[src/sv/svip_pkg.sv]
`timescale 1ns / 1ps
// ----------------------------------------------------------------------------
// svip_pkg
// Shared widths, request codes and multiplier sizes for the sample voice.
// ----------------------------------------------------------------------------
package svip_pkg;

  localparam int FRAME_DEPTH   = 65536;
  localparam int ADDR_W        = 16;
  localparam int FRAMES_W      = 17;
  localparam int SAMPLE_W      = 16;
  localparam int FRAC_W        = 16;
  localparam int POS_W         = 33;
  localparam int RATE_W        = 24;
  localparam int GAIN_W        = 16;
  localparam int MIX_W         = 24;
  localparam int GAIN_SHIFT    = 15;

  // Shared multiplier: signed operands wide enough for a sample difference
  // and for an unsigned gain or fraction with a zero sign bit.
  localparam int MUL_W         = SAMPLE_W + 1;
  localparam int PROD_W        = 2 * MUL_W;

  // Request kinds carried on s_tuser
  localparam logic [1:0] MODE_LOAD   = 2'd0;
  localparam logic [1:0] MODE_START  = 2'd1;
  localparam logic [1:0] MODE_STOP   = 2'd2;
  localparam logic [1:0] MODE_RENDER = 2'd3;

  // Configuration register indexes
  localparam logic [1:0] REG_RATE    = 2'd0;
  localparam logic [1:0] REG_GAIN    = 2'd1;
  localparam logic [1:0] REG_FRAMES  = 2'd2;

endpackage

[src/sv/svip_mul.sv]
`timescale 1ns / 1ps
// ----------------------------------------------------------------------------
// svip_mul
// Shared signed multiplier with a registered product.
// ----------------------------------------------------------------------------
module svip_mul
  import svip_pkg::*;
(
  input  logic                     clk,
  input  logic signed [MUL_W-1:0]  op_a,
  input  logic signed [MUL_W-1:0]  op_b,
  output logic signed [PROD_W-1:0] prod
);

  always_ff @(posedge clk) begin
    prod <= op_a * op_b;
  end

endmodule

[config.mk]
export PLATFORM = sky130hd
export DESIGN_NAME = svip_mul
export DESIGN_NICKNAME = d
export VERILOG_FILES = /design/src/sv/svip_pkg.sv /design/src/sv/svip_mul.sv
export SDC_FILE = /design/constraint.sdc
export NUM_CORES = 1
export LEC_CHECK = 0
export BUFFER_PORTS_ARGS = -buffer_cell sky130_fd_sc_hd__buf_4
export CAP_MARGIN = 20
export CORE_ASPECT_RATIO = 1.1
export CORE_UTILIZATION = 55
export CTS_BUF_LIST = sky130_fd_sc_hd__clkbuf_4 sky130_fd_sc_hd__clkbuf_8
export DETAILED_ROUTE_END_ITERATION = 12
export PLACE_DENSITY = 0.72
export SLEW_MARGIN = 20
export SYNTH_ARGS = -nofsm -noshare
export SYNTH_HDL_FRONTEND = slang
export SYNTH_SLANG_ARGS = --single-unit
[constraint.sdc]
create_clock -name clk -period 8.66 [get_ports clk]
set_input_delay 1.299 -clock clk [delete_from_list [all_inputs] [get_ports clk]]
set_output_delay 1.299 -clock clk [all_outputs]
set_load 0.005 [all_outputs]
== Word-level counts from Yosys, hierarchy flattened ==
Cells that the tools add are included.

* Reduce and logical (&&, ||, !) cells: 0
* Divide/modulo/power cells: 0
* Add/subtract/negate cells: 0
* Shift operators: 0
* Multipliers: 1
* Magnitude comparators: 0
* Bitwise operators: 0
* Eq/ne operators: 0
* Multiplexer cells: 0

{| class="wikitable"
|+ Operators by type and width
! kind !! count
|-
| $mul A17 B17 Y34 || 1
|}

* Logic and storage cells: 2
* Flip-flop bits (word level): 34
* Memories kept: 0
* RAM bits: 0
* Latch bits: 0
* Output and inout bits: 34
* Input bits: 35
* Memory bits (read-only): 0

== Depth between registers and ports, before layout ==
Gate-level depths: netlist of the first run.

* Depth after elaboration: 1
* Mapped depth: 24
* Depth with buffers taken out: 22

== Least setup slack after synthesis of the first run ==
OpenSTA, ideal clock, no wires.

* Kind: input to register
* From: in op_b[8]
* To: reg prod[31]
* Stages: 24
* Slack: 1.523 ns
* Arrival: 7.014 ns
* Required time: 8.537 ns
* Setup time: 0.123 ns
* Buffers on the path: 3
* Path through: clkbuf_1 clkbuf_1 nand2_1 fa_1 inv_1 fa_1 inv_1 fa_1 inv_1 fa_1 fa_1 inv_1 fa_1 inv_1 ha_1 buf_6 a21oi_2 nand2_1 a221oi_2 a311oi_1 or4b_4 a31oi_4 o21bai_1 xor2_1

* Word-level cells in the longest chain between the ends: 1

{| class="wikitable"
|+ RTL lines
! element !! RTL line !! text
|-
| start: declaration || svip_mul.sv:11 || <nowiki>input logic signed [MUL_W-1:0] op_b,</nowiki>
|-
| $mul A17 B17 Y34 || svip_mul.sv:16 || <nowiki>prod <= op_a * op_b;</nowiki>
|-
| end signal: assignment || svip_mul.sv:16 ||
|-
| end: declaration || svip_mul.sv:12 || <nowiki>output logic signed [PROD_W-1:0] prod</nowiki>
|}

Every way passes these cells.

== Worst setup path in the final report of the first run ==
* From: in op_a[7]
* To: reg prod[31]

* Word-level cells in the longest chain between the ends: 1

{| class="wikitable"
|+ RTL lines
! element !! RTL line !! text
|-
| start: declaration || svip_mul.sv:10 || <nowiki>input logic signed [MUL_W-1:0] op_a,</nowiki>
|-
| $mul A17 B17 Y34 || svip_mul.sv:16 ||
|}

Every way passes these cells.

==> flow_summary.toml, run 1 <==
[status]
status = "completed"

[route]
via_count = 8144
antenna_left = 0
avgViaCountPerCell = 5.333
drt-initial-drc-count = 295
wirelength_mm = 26.21
routedWlPerCell_um = 17.16
first_pass_iters = 4
route.detailed.drc = 0

[global_route]
grt_antenna_before_repair = 0
grt_max_degree = 18
gr-total-overflow = 0
grt_pass1_wl_mm = 45.10
grtUsageMet2_pct = 47.71
grt_pass1_vias = 9049
grtUsageTotal_pct = 27.10
met1_usage_pct = 34.16
grt.busiest_layer = "met2"
use_met3_pct = 3.901

[clocking]
postCtsSetupRepairBufs = 0
postCtsResizedCells = 0
htreeDepth = 2
clk_pin_slew_ns = 0.09
postCtsHoldBufs = 0
ctsLongestPathBuffers = 2
cts_tree = "built"
root_buffer = "clkbuf_8"
cts_sinks = 34
cts_made_buffers = 5

[place]
gp_congestion = 0.8586
place_hpwl_mm = 21.90
port_buffers = 68

[synthesis]
async_reset_ff_share_pct = 0
yosysTopAreaCell = "fa_1"
synth.area.top_cells = "fa_1 (51%), inv_1 (10%), ha_1 (9.1%), and2_1 (8.0%), dfxtp_1 (5.8%)"
synth_edf_count = 0
netlist-cell-type-count = 50
syn-num-nets = 1654
yosysTopAreaCellShare_pct = 50.92
synthCells = 1238
synth_seq_cells = 34
synth_seq_area_share_pct = 5.849
ys.flop_type = "dfxtp_1"
syn_avg_cell_area_um2 = 9.399
yosysWarnings = 0
syn_area_um2 = 11640

[run]
max-cap-violations = 0

[finish]
layout-drive-gt1-share_pct = 6.452
final_common_cell = "inv_1"
reg_top3 = "prod x34"
largest_reg_flops = 34
top_register = "prod"
final_cell_mix = "inv_1 (311), fa_1 (296), and2_1 (148)"
area_growth_pct = 6.409
finalNetCount = 1687
num_antenna_cells = 0

[sta]
holdWs_ns = 1.331
maxSlewViolCount = 0
period_needed_ns = 7.089
slew_headroom_pct = 37.24
rsz0062_at_grt = "false"
timing.final.crit_share_pct = 81.86
fmax_mhz = 141.1
hold_viol = 0
finalSetupViolCount = 0
fin_tns_setup_ns = 0
tightest_slew_ns = 0.9414

[min_path]
whs_endpoint = "prod[0]"
holdCritPathClass = "input pin to register"
holdPathStages = 2
min-delay-start = "op_a[0]"

[setup_path]
critPathMaxFanout = 17
required_ns = 8.87
cp-end-kind = "register"
criticalPathCategory = "input pin to register"
crit_arrival_ns = 7.29
start_kind = "input pin"

[floorplanning]
die_h_um = 154.6
die_x_um = 140.7
num_io_pins = 69
start_util_pct = 56.36
die-area_um2 = 21740
fp-row-count = 55
coreArea_um2 = 20640
## how the worst max path moves through the flow
stage | start | end
after floorplan | op_b[8] | prod[31]
after global placement | op_a[7] | prod[31]
after detailed placement | op_b[8] | prod[31]
after CTS | op_b[8] | prod[31]
after global routing | op_a[7] | prod[32]
final | op_a[7] | prod[31]
## final cells by class
class | count | area (um^2)
Clock buffer | 5 | 68.82
Clock inverter | 2 | 10.01
Fill cell | 1817 | 8263
Inverter | 311 | 1167
Multi-Input combinational cell | 850 | 9617
Sequential cell | 34 | 680.7
Tap cell | 256 | 320.3
Timing Repair Buffer | 69 | 518.0
## stage by stage
| step | util [%] | setup slack [ns] | cell area [um^2] | std cells |
|---|---|---|---|---|
| floorplan | - | 1.523 | 11640 | 1238 |
| CTS | 59.98 | 1.555 | 12380 | 1527 |
| global route | 59.98 | 1.345 | 12380 | 1527 |
| finish | 59.98 | 1.571 | 12380 | 1527 |
| global placement | 59.59 | 1.294 | 12300 | 1520 |
| detailed placement | 59.59 | 1.220 | 12300 | 1520 |
## synthesized netlist by cell type, types with 2 or more instances
cell type / count
a211oi_1: 4
a21o_1: 10
a21oi_1: 17
a31oi_1: 4
and2_1: 148
and3_1: 2
and4_1: 2
clkbuf_1: 39
dfxtp_1: 34
fa_1: 296
ha_1: 85
inv_1: 311
nand2_1: 142
nand2b_1: 3
nand3_1: 8
nand3b_1: 2
nand4_1: 5
nor2_1: 32
nor2b_1: 4
nor3_1: 4
nor3b_1: 2
o2111ai_1: 2
o211ai_1: 4
o21a_1: 6
o21ai_0: 16
o21ai_1: 3
o21bai_1: 2
xnor2_1: 26
xor2_1: 4
## critical path, cell delays in order
cell and delay [ns]:
buf_4 0.22, nand2_1 0.11, fa_1 0.55, inv_1 0.05
fa_1 0.49, inv_1 0.05, fa_1 0.55, inv_1 0.05
fa_1 0.45, fa_1 0.50, inv_1 0.05, fa_1 0.47
inv_1 0.04, ha_1 0.37, a21oi_2 0.18, nand2_1 0.08
a221oi_2 0.47, a311oi_1 0.24, or4b_4 0.55, a31oi_4 0.23
o21bai_1 0.11, xor2_1 0.15
## cell families (layout without fill, tap and decap cells)
logic type | Yosys count | count (layout) | share of synthesized area [%]
adders and majority gates | 381 | 381 | 60.06
and+or+nand+nor | 356 | 356 | 15.44
buffers and inverters | 354 | 387 | 11.51
AOI/OAI and AO/OA | 82 | 82 | 4.796
DFF | 34 | 34 | 5.849
xor gates and xnor gates | 30 | 30 | 2.258
muxes | 1 | 1 | 0.08602
## metal layers
layer	wire (um)	vias to the layer above
met5	0	-
met3	1304	44
met1	10380	4213
met4	716	0
li1	-	3674
met2	13810	213
Power of run 1 is not shown: default switching activity piles up to over one toggle a cycle in this logic, so the estimate is an artifact.
==> run 2, diff against run 1 <==
Settings changed: ABC_AREA set to 1, PLACE_DENSITY 0.72 to 0.75.
Clock period 8.66 ns to 5.9 ns, I/O delays scaled along.
==> run 2 against run 1 <==
Against the previous run: the run now ends with design-rule violations left; wire length up 12%; synthesized area up 8.1%; first-iteration DRC count up 82%; global-route usage up 0.51 points; sequential cell count unchanged; setup slack worse by 1.3 ns; non-clock buffer count up 58; critical endpoint is now prod[21]; largest cell class unchanged.
==> flow_summary.toml, run 2 <==
[floorplanning]
fp-row-count = 57
start_util_pct = 56.51
num_io_pins = 69
die_x_um = 146.2
die_h_um = 160.6
coreArea_um2 = 22250
die-area_um2 = 23470

[clocking]
postCtsSetupRepairBufs = 0
htreeDepth = 2
root_buffer = "clkbuf_8"
ctsLongestPathBuffers = 2
postCtsResizedCells = 0
postCtsHoldBufs = 0
cts_sinks = 34
cts_tree = "built"
clk_pin_slew_ns = 0.07
cts_made_buffers = 5

[synthesis]
synthCells = 1629
syn-num-nets = 2045
ys.flop_type = "dfxtp_1"
synth_seq_area_share_pct = 5.413
synth_edf_count = 0
yosys-top-cells-count = "inv_1 (509), nand2_1 (451), fa_1 (296)"
syn_area_um2 = 12570
syn_avg_cell_area_um2 = 7.719
netlist-cell-type-count = 27
synth.most_common_cell = "inv_1"
yosysTopAreaCell = "fa_1"
async_reset_ff_share_pct = 0
synth_seq_cells = 34
synth.area.top_cells = "fa_1 (47%), inv_1 (15%), nand2_1 (13%), ha_1 (8.5%), dfxtp_1 (5.4%)"
yosysTopAreaCellShare_pct = 47.12
yosysWarnings = 0

[setup_path]
required_ns = 6.08
cp_slowest_cell = "fa_1"
crit_arrival_ns = 5.81
start_kind = "input pin"
critPathMaxFanout = 17
path_cells = "buf_4, nand2_1, fa_1, inv_1, fa_1, inv_1, fa_1, inv_1, fa_1, fa_1, inv_1, fa_1, inv_1, ha_1, nand2_2, inv_2, nand2_1, nand2_1, a21oi_1, nand2_2, nand2_1, nand2_1, nand2_1, nand2_1"
crit_top_cell = "nand2_1"
cp-end-kind = "register"
criticalPathCategory = "input pin to register"
critPathMaxStageDelay_ns = 0.54

[sta]
maxSlewViolCount = 0
finalSetupViolCount = 0
slew_headroom_pct = 73.83
period_needed_ns = 5.633
tightest_slew_ns = 0.3885
hold_viol = 0
timing.final.crit_share_pct = 95.48
rsz0062_at_grt = "false"
fmax_mhz = 177.5

[route]
via_count = 9901
avgViaCountPerCell = 4.970
drt-initial-drc-count = 536
first_pass_iters = 11
antenna_left = 0
routedWlPerCell_um = 14.80
wirelength_mm = 29.48
route.detailed.drc = 2

[global_route]
use_met3_pct = 1.733
grtUsageTotal_pct = 27.61
met1_usage_pct = 32.25
grt.busiest_layer = "met2"
grtUsageMet2_pct = 53.46
grt_antenna_before_repair = 0
gr-total-overflow = 0
grt_max_degree = 18
grt_pass1_vias = 11030
grt_pass1_wl_mm = 51.47

[finish]
reg_top3 = "prod x34"
layout-drive-gt1-share_pct = 9.487
final_cell_mix = "inv_1 (509), nand2_1 (451), fa_1 (294)"
top_register = "prod"
finalNetCount = 2112
post-route-util_pct = 61.80
final_common_cell = "inv_1"
fillers = 1984
num_antenna_cells = 0
largest_reg_flops = 34
area_growth_pct = 9.353

[min_path]
holdCritPathClass = "input pin to register"

[status]
status = "finished with violations"
violations = "design-rule violations"

[place]
port_buffers = 68
place_hpwl_mm = 26.27
gp_congestion = 0.9072

[run]
max-cap-violations = 0
[run 2: final timing paths]
kind                  depth (start not counted)      from        to
worst max-delay path                         24  op_b[10]  prod[21]
worst min-delay path                          3   op_b[0]   prod[0]
[run 2: metal layers]
layer  wire [um]  up-vias
met5           0        -
met4         939        0
met3        1253       68
met2       15980      276
met1       11300     4897
li1            -     4660
[run 2: cell type report]
| type | instances | area, um^2 | share of cell area, % |
|---|---|---|---|
| clock inverters | 2 | 12.51 | 0.09099 |
| repair buffers | 127 | 953.4 | 6.934 |
| clock buffers | 6 | 82.58 | 0.6005 |
| flip-flops and latches | 34 | 680.7 | 4.950 |
| multi-input cells | 1017 | 9734 | 70.79 |
| well taps | 295 | 369.1 | 2.684 |
| inverters | 511 | 1918 | 13.95 |
[run 2: through the flow]
| step | hold WS, ns | setup slack [ns] | std cells | TNS (ns) | instance area (um^2) |
|---|---|---|---|---|---|
| final | 0.9351 | 0.2669 | 1992 | 0 | 13750 |
| after global routing | 0.9623 | 0.01504 | 1992 | 0 | 13750 |
| after CTS | 0.9238 | 0.1835 | 1992 | 0 | 13740 |
| after detailed placement | 1.248 | -0.1282 | 1984 | -0.4097 | 13650 |
| after global placement | 1.242 | -0.01000 | 1984 | -0.01253 | 13650 |
| after floorplan | 1.169 | 0.02248 | 1629 | 0 | 12580 |
[run 2: cell families after synthesis]
kind of cell	share of synthesized area, %
and+or+nand+nor	18.37
adders and majority gates	55.58
AOI/OAI and AO/OA	1.990
xor gates and xnor gates	1.393
DFF	5.413
buffers and inverters	17.25
[run 2: critical path: cells and delay by family]
kind	cells	cell delay, ns
AO/OA/AOI/OAI	1	0.14
adder cells (fa/ha/maj)	7	3.37
buffers and inverters	7	0.57
AND/OR/NAND/NOR	9	0.82
Power of run 2 is left out for the same reason.
==> run 3, diff against run 2 <==
Settings changed: BUFFER_PORTS_ARGS -buffer_cell sky130_fd_sc_hd__buf_4 to unset, DONT_BUFFER_PORTS set to 1, PLACE_DENSITY 0.75 to 0.72.
==> run 3 against run 2 <==
Against the previous run: the flow now finishes without violations; cell count down 6.0%; core utilization down 4.0 points; worst hold slack worse by 0.26 ns; non-clock buffer count down 119.
==> flow_summary.toml, run 3 (synthesis gave the netlist of run 2 again) <==
[status]
status = "completed"

[global_route]
gr-total-overflow = 0
grtUsageTotal_pct = 26.99
grt_pass1_vias = 10460
grt_pass1_wl_mm = 49.85
grt_antenna_before_repair = 0
grt_max_degree = 18

[finish]
final_common_cell = "inv_1"
area_growth_pct = 2.189
fillers = 2116
finalNetCount = 1993
largest_reg_flops = 34
multi_input_area_um2 = 9727
reg_top3 = "prod x34"
layout-drive-gt1-share_pct = 2.535
register_area_um2 = 680.7
final_cell_mix = "inv_1 (509), nand2_1 (451), fa_1 (295)"
top_register = "prod"
num_antenna_cells = 0

[sta]
tightest_slew_ns = 0.3786
hold_viol = 0
rsz0062_at_grt = "false"
timing.final.crit_share_pct = 96.63
finalSetupViolCount = 0
fmax_mhz = 175.4
holdWs_ns = 0.6790
maxSlewViolCount = 0
slew_headroom_pct = 74.50
final.setup.worst_slack_ns = 0.1986
period_needed_ns = 5.701

[setup_path]
crit_arrival_ns = 5.88
critPathLaunch = "op_a[16]"
setup.worst_path.end = "prod[31]"
critPathMaxFanout = 17
required_ns = 6.08
cp-end-kind = "register"
start_kind = "input pin"
criticalPathCategory = "input pin to register"

[clocking]
root_buffer = "clkbuf_8"
ctsLongestPathBuffers = 2
htreeDepth = 2
cts_sinks = 34
cts_tree = "built"
postCtsHoldBufs = 0
cts_made_buffers = 5
postCtsResizedCells = 0
clk_pin_slew_ns = 0.09

[route]
wirelength_mm = 28.75
via_count = 9405
routedWlPerCell_um = 15.35
route.detailed.drc = 0
first_pass_iters = 6
avgViaCountPerCell = 5.021
antenna_left = 0
drt-initial-drc-count = 416

[min_path]
holdCritPathClass = "input pin to register"

[floorplanning]
start_util_pct = 56.51
die_h_um = 160.6
die-area_um2 = 23470
num_io_pins = 69
coreArea_um2 = 22250
fp-row-count = 57
die_x_um = 146.2

[place]
place_hpwl_mm = 25.07
gp_congestion = 0.8829
port_buffers = 0
dp_slack_ns = -0.1187

[run]
max-cap-violations = 0
-- run 3: changes by cell type in the layout (fill, tap and decap cells not counted), sizes merged --
cell      delta
buf        -119
clkbuf       +1
clkinvlp     -1
-- run 3: layout make-up --
type                    instances  area share, %
multi-input cells            1017          75.70
inverters                     511          14.93
flip-flops and latches         34          5.297
well taps                     295          2.872
clock buffers                   7         0.7011
repair buffers                  8         0.4674
clock inverters                 1        0.03895
-- run 3: worst max-delay path, cell delays in order --
cell     delay [ns]
nand2_1        0.09
inv_1          0.09
fa_1           0.72
fa_2           0.58
buf_4          0.18
fa_1           0.46
fa_1           0.57
fa_1           0.43
fa_1           0.44
ha_1           0.40
nand2_1        0.16
nor2_1         0.20
nand2_1        0.14
nor3_1         0.21
nand2_1        0.14
nand3_1        0.10
nand2_1        0.07
-- run 3: worst min-delay path by stage --
stage                  from  endpoint  slack [ns]  depth (start not counted)
floorplan           prod[0]   prod[0]        1.17                          0
global placement    op_a[0]   prod[0]        0.98                          2
detailed placement  op_a[0]   prod[0]         1.0                          2
CTS                 op_a[0]   prod[0]        0.67                          2
global route        op_a[0]   prod[0]        0.68                          2
finish              op_a[0]   prod[0]        0.68                          2
-- run 3: timing repair --
action,CTS,global route
endpoints found under the hold margin,0,0
setup buffers,0,3
setup endpoints to repair,0,2
-- run 3: per-layer routing --
| layer | wire [um] | vias to the layer above | track usage (%) |
|---|---|---|---|
| li1 | - | 4409 | - |
| met1 | 10960 | 4673 | 31.96 |
| met2 | 15410 | 250 | 50.48 |
| met3 | 1144 | 73 | 2.188 |
| met4 | 1232 | 0 | 10.65 |
| met5 | 0 | - | 0 |
-- run 3: stage by stage --
stage               cells  cell area (um^2)  setup TNS (ns)  util (%)
CTS                  1870             12830               0     57.65
global route         1873             12850               0     57.75
detailed placement   1862             12730         -0.2013     57.22
floorplan            1629             12580               0         -
global placement     1862             12730        -0.03041     57.22
finish               1873             12850               0     57.75
Power of run 3 is left out for the same reason.
